==> src/rtl/twc_pkg.sv <==
// twc_pkg: shared types, constants and handshake structs for the two-way cache tag store
// no dependencies; used by twc_ctrl, twc_datapath and the top level
package twc_pkg;

  // default geometry
  localparam int BLOCK_BYTES_DEF = 32;
  localparam int CACHE_BYTES_DEF = 16384;
  localparam int ADDR_BITS_DEF   = 32;

  // access mode codes
  localparam logic [1:0] MODE_PROBE = 2'd0;
  localparam logic [1:0] MODE_READ  = 2'd1;
  localparam logic [1:0] MODE_WRITE = 2'd2;

  // input word
  typedef struct packed {
    logic [1:0]  mode;
    logic [31:0] address;
    logic [31:0] write_value;
    logic        way;
    logic        mark_dirty;
  } in_t;

  // result word
  typedef struct packed {
    logic        hit;
    logic        hit_way;
    logic        hit_dirty;
    logic        lru_way;
    logic        has_free_way;
    logic        free_way;
    logic [31:0] victim_address;
    logic [31:0] read_word;
  } out_t;

  // controller to datapath commands
  typedef struct packed {
    logic clear_step;
    logic load_in;
    logic mem_read;
    logic lookup;
    logic load_out;
  } cmd_t;

  // datapath to controller status
  typedef struct packed {
    logic clear_done;
    logic out_free;
  } sts_t;

endpackage

==> src/rtl/twc_ctrl.sv <==
// twc_ctrl: sequencer for the cache tag store, runs the clearing pass and the access steps
// depends on twc_pkg (cmd_t, sts_t)
module twc_ctrl (
  input  logic          clk,
  input  logic          rst,
  input  logic          in_valid,
  output logic          in_ready,
  input  twc_pkg::sts_t sts,
  output twc_pkg::cmd_t cmd
);

  typedef enum logic [2:0] {
    ST_CLEAR,
    ST_IDLE,
    ST_READ,
    ST_LOOKUP,
    ST_DATA
  } state_t;

  state_t state;

  // command decode
  always_comb begin
    cmd            = '0;
    cmd.clear_step = (state == ST_CLEAR);
    cmd.load_in    = (state == ST_IDLE) && in_valid;
    cmd.mem_read   = (state == ST_READ);
    cmd.lookup     = (state == ST_LOOKUP);
    cmd.load_out   = (state == ST_DATA) && sts.out_free;
  end

  // state and ready register
  always_ff @(posedge clk) begin
    if (rst) begin
      state    <= ST_CLEAR;
      in_ready <= 1'b0;
    end else begin
      unique case (state)
        ST_CLEAR: begin
          if (sts.clear_done) begin
            state    <= ST_IDLE;
            in_ready <= 1'b1;
          end
        end
        ST_IDLE: begin
          if (in_valid) begin
            state    <= ST_READ;
            in_ready <= 1'b0;
          end
        end
        ST_READ: begin
          state <= ST_LOOKUP;
        end
        ST_LOOKUP: begin
          state <= ST_DATA;
        end
        ST_DATA: begin
          if (sts.out_free) begin
            state    <= ST_IDLE;
            in_ready <= 1'b1;
          end
        end
        default: begin
          state    <= ST_CLEAR;
          in_ready <= 1'b0;
        end
      endcase
    end
  end

endmodule

==> config.mk <==
export PLATFORM = sky130hd
export DESIGN_NAME = twc_ctrl
export DESIGN_NICKNAME = d
export VERILOG_FILES = /design/src/rtl/twc_pkg.sv /design/src/rtl/twc_ctrl.sv
export SDC_FILE = /design/constraint.sdc
export NUM_CORES = 1
export LEC_CHECK = 0
export BUFFER_PORTS_ARGS = -buffer_cell sky130_fd_sc_hd__buf_2
export CAP_MARGIN = 20
export CORE_AREA = 8 8 45 47
export DETAILED_ROUTE_END_ITERATION = 6
export DIE_AREA = 0 0 53 55
export MAX_ROUTING_LAYER = met4
export PLACE_DENSITY = 0.41
export SYNTH_ARGS = -nofsm -noshare
export SYNTH_HDL_FRONTEND = slang
export SYNTH_SLANG_ARGS = --single-unit
==> constraint.sdc <==
create_clock -name clk -period 1.4 [get_ports clk]
set_clock_uncertainty 0.2 [all_clocks]
set_input_delay 0.28 -clock clk [delete_from_list [all_inputs] [get_ports clk]]
set_output_delay 0.28 -clock clk [all_outputs]
set_load 0.1 [all_outputs]
==> reports/results.ini <==
[grt]
grt_pass1_vias=358
grt_use_met1_pct=6.22
groute.layer.met2.usage_pct=12.9
grt_util_met3_pct=2.14
antenna_found_initial=0
grtUsageTotal_pct=7.15
grt-ovfl-total=0
grt_max_degree=9
grt_pass1_wl_um=1460
busiest_layer=met2

[setup_path]
crit_arrival_ns=1.12
critical_path_required_ns=0.92
crit_buf_inv=1
timing_worst_setup_path_type=flip-flop to primary output
worstSetupStartpointType=flip-flop
crit_fanout=6
cp_top_family=flip-flops
end_kind=primary output
slowest_delay_ns=0.40
slowest_stage=dfxtp_4
path_cells=nand2_4, nor3_4, buf_12
reg2reg_depth=4
path_depth=3

[clocking]
cts_buffer_depth=2
clk_pin_slew_ns=0.04
tritoncts=done
cts_buffers=3
root_buffer=clkbuf_4
ctsHtreeMaxLevel=1
clkSinkCount=4
clk_latency_ns=0.24

[die]
num_rows=14
initial_utilization_pct=19.6
coreArea_sq_mm=0.00138
io_pins=11
die-area_sq_mm=0.00292
die_y_um=55
die_width_um=53

[worst_hold_path]
min_path_cells=2
min_path_type=input port to flip-flop

[sta]
setup_violations=7
rsz0062_at_grt=true
slew_headroom_pct=87.1
final.period_utilization_pct=114
fmax_mhz=626
drv_slew=0
hold_viol_final=0
setup_slack_ns=-0.197
worst_pin_slew_ns=0.193
timing.setup.tns_ns=-0.928
post-route-min-period_ns=1.60

[layout]
layout.nets=59
diodes=0
final_cell_area_sq_um=572
drive_gt1_share_pct=69.2
area_delta_synth_final_pct=111

[detailed_routing]
dr.pass1.iters=4
vias_per_cell=4.97
drt-total-wl_um=879
route.vias.total=338
antenna_left=0
drtIter0Drc=6
drc=0
wire_per_inst_um=12.9

[logic_synthesis]
synth_area_sq_um=272
ys_types=22
syn_inst=34
seq_area_frac_synth_pct=29.5
synth_warnings=0
synth_area_per_cell_sq_um=7.99
synth-seq-cells=4
synth_nets=39

[run_status]
violations=negative setup slack
status=finished, violations left

[place]
numPortBuffers=10
dp_hpwl_um=722
dpl_cell_area_sq_um=515
dp_slack_ns=-0.00117
gp_congestion=0.832

[power_and_ir_drop]
p_per_area_mw_per_mm2=941
leakage_nw=0.230
vdd_drop_max_uv=502

[run]
max-cap-violations=0

==> layout make-up <==
class	instances	area, sq um
Clock buffer	3	22.5
Fill cell	135	812
Inverter	1	3.75
Multi-Input combinational cell	26	234
Sequential cell	4	90.1
Tap cell	16	20.0
Timing Repair Buffer	18	201
==> state kept, by name (all words and copies together), names as in the netlist <==
name      cells
in_ready      1
state         3
==> kinds of logic (layout without fill, tap and decap cells) <==
| logic type | after synthesis | after routing | share of synthesized area [%] |
|---|---|---|---|
| flip-flops | 4 | 4 | 29.5 |
| buffers and inverters | 4 | 22 | 7.37 |
| AO/OA/AOI/OAI | 8 | 8 | 18.9 |
| AND/OR/NAND/NOR | 16 | 16 | 36.0 |
| multiplexers | 2 | 2 | 8.29 |
==> synthesized netlist by cell type <==
| library cell | n | share of area, % |
|---|---|---|
| and3b_1 | 1 | 3.2 |
| o21ai_0 | 1 | 1.8 |
| nor3_1 | 4 | 7.4 |
| buf_4 | 1 | 2.8 |
| o31ai_1 | 1 | 2.8 |
| nand2_2 | 1 | 2.3 |
| a21oi_1 | 2 | 3.7 |
| o211ai_1 | 1 | 2.8 |
| nor3b_1 | 1 | 2.8 |
| clkbuf_1 | 1 | 1.4 |
| dfxtp_1 | 4 | 29 |
| nand2b_1 | 1 | 2.3 |
| nand3b_1 | 3 | 8.3 |
| or3b_1 | 1 | 3.2 |
| buf_2 | 1 | 1.8 |
| nor2_1 | 3 | 4.1 |
| and3_1 | 1 | 2.3 |
| inv_1 | 1 | 1.4 |
| a211oi_1 | 1 | 2.8 |
| mux2_2 | 2 | 8.3 |
| a21o_1 | 1 | 2.8 |
| a31oi_1 | 1 | 2.3 |
==> layer usage <==
layer / vias to the layer above / part of all wire [%] / wire, um
met1: 155 / 37 / 329
met3: 2 / 9.2 / 81
met4: 0 / 1.1 / 10
met2: 20 / 52 / 457
li1: 161 / - / -
met5: - / 0 / 0
==> timing repair <==
| action | in CTS | in global routing |
|---|---|---|
| pin swaps | 3 | 2 |
| setup endpoints to repair | 5 | 7 |
| resized for setup | 10 | 0 |
| hold buffers | 0 | 0 |
| buffers inserted | 1 | 0 |
==> report_power, final <==
| group | total (W) | switching [W] | internal (W) |
|---|---|---|---|
| Clock | 0.000146 | 0.0000500 | 0.0000961 |
| Sequential | 0.000143 | 0.0000183 | 0.000125 |
| Combinational | 0.000249 | 0.000145 | 0.000104 |
==> cell usage in the layout (no fill, tap or decap) <==
master,instances
or3b_1,1
a21oi_1,2
nand2_4,1
o31ai_2,1
clkbuf_4,3
a31oi_1,1
nor2_1,2
nor3_4,2
buf_12,6
and3_4,1
mux2_2,2
a211oi_2,1
nand3b_1,3
inv_1,1
dfxtp_2,2
o21ai_0,1
nor3_1,2
buf_2,5
nand2b_1,1
nor2_4,1
dfxtp_4,2
and3b_2,1
buf_6,1
o211ai_1,1
buf_4,6
a21o_1,1
nor3b_4,1
==> worst reg2reg max path, stage by stage, from the launching register on <==
cell	delay, ns
dfxtp_4	0.40
buf_2	0.15
mux2_2	0.33
o211ai_1	0.17
a21oi_1	0.09
==> final timing paths <==
check             startpoint       end  slack [ns]
hold / removal           rst  state[0]        0.07
setup / recovery    state[0]    cmd[3]       -0.20
setup reg to reg    state[0]  in_ready       -0.06
hold reg to reg     in_ready  in_ready        0.32
==> stage by stage <==
step	utilization [%]	hold slack, ns	power (W)	instances
global route	41.3	0.0851	0.000559	68
CTS	41.3	0.0594	0.000545	68
global placement	37.3	0.296	0.000379	64
floorplan	-	0.142	0.000298	34
finish	41.3	0.0655	0.000538	68
detailed placement	37.3	0.310	0.000385	64
(Power assumes the default switching activity.)
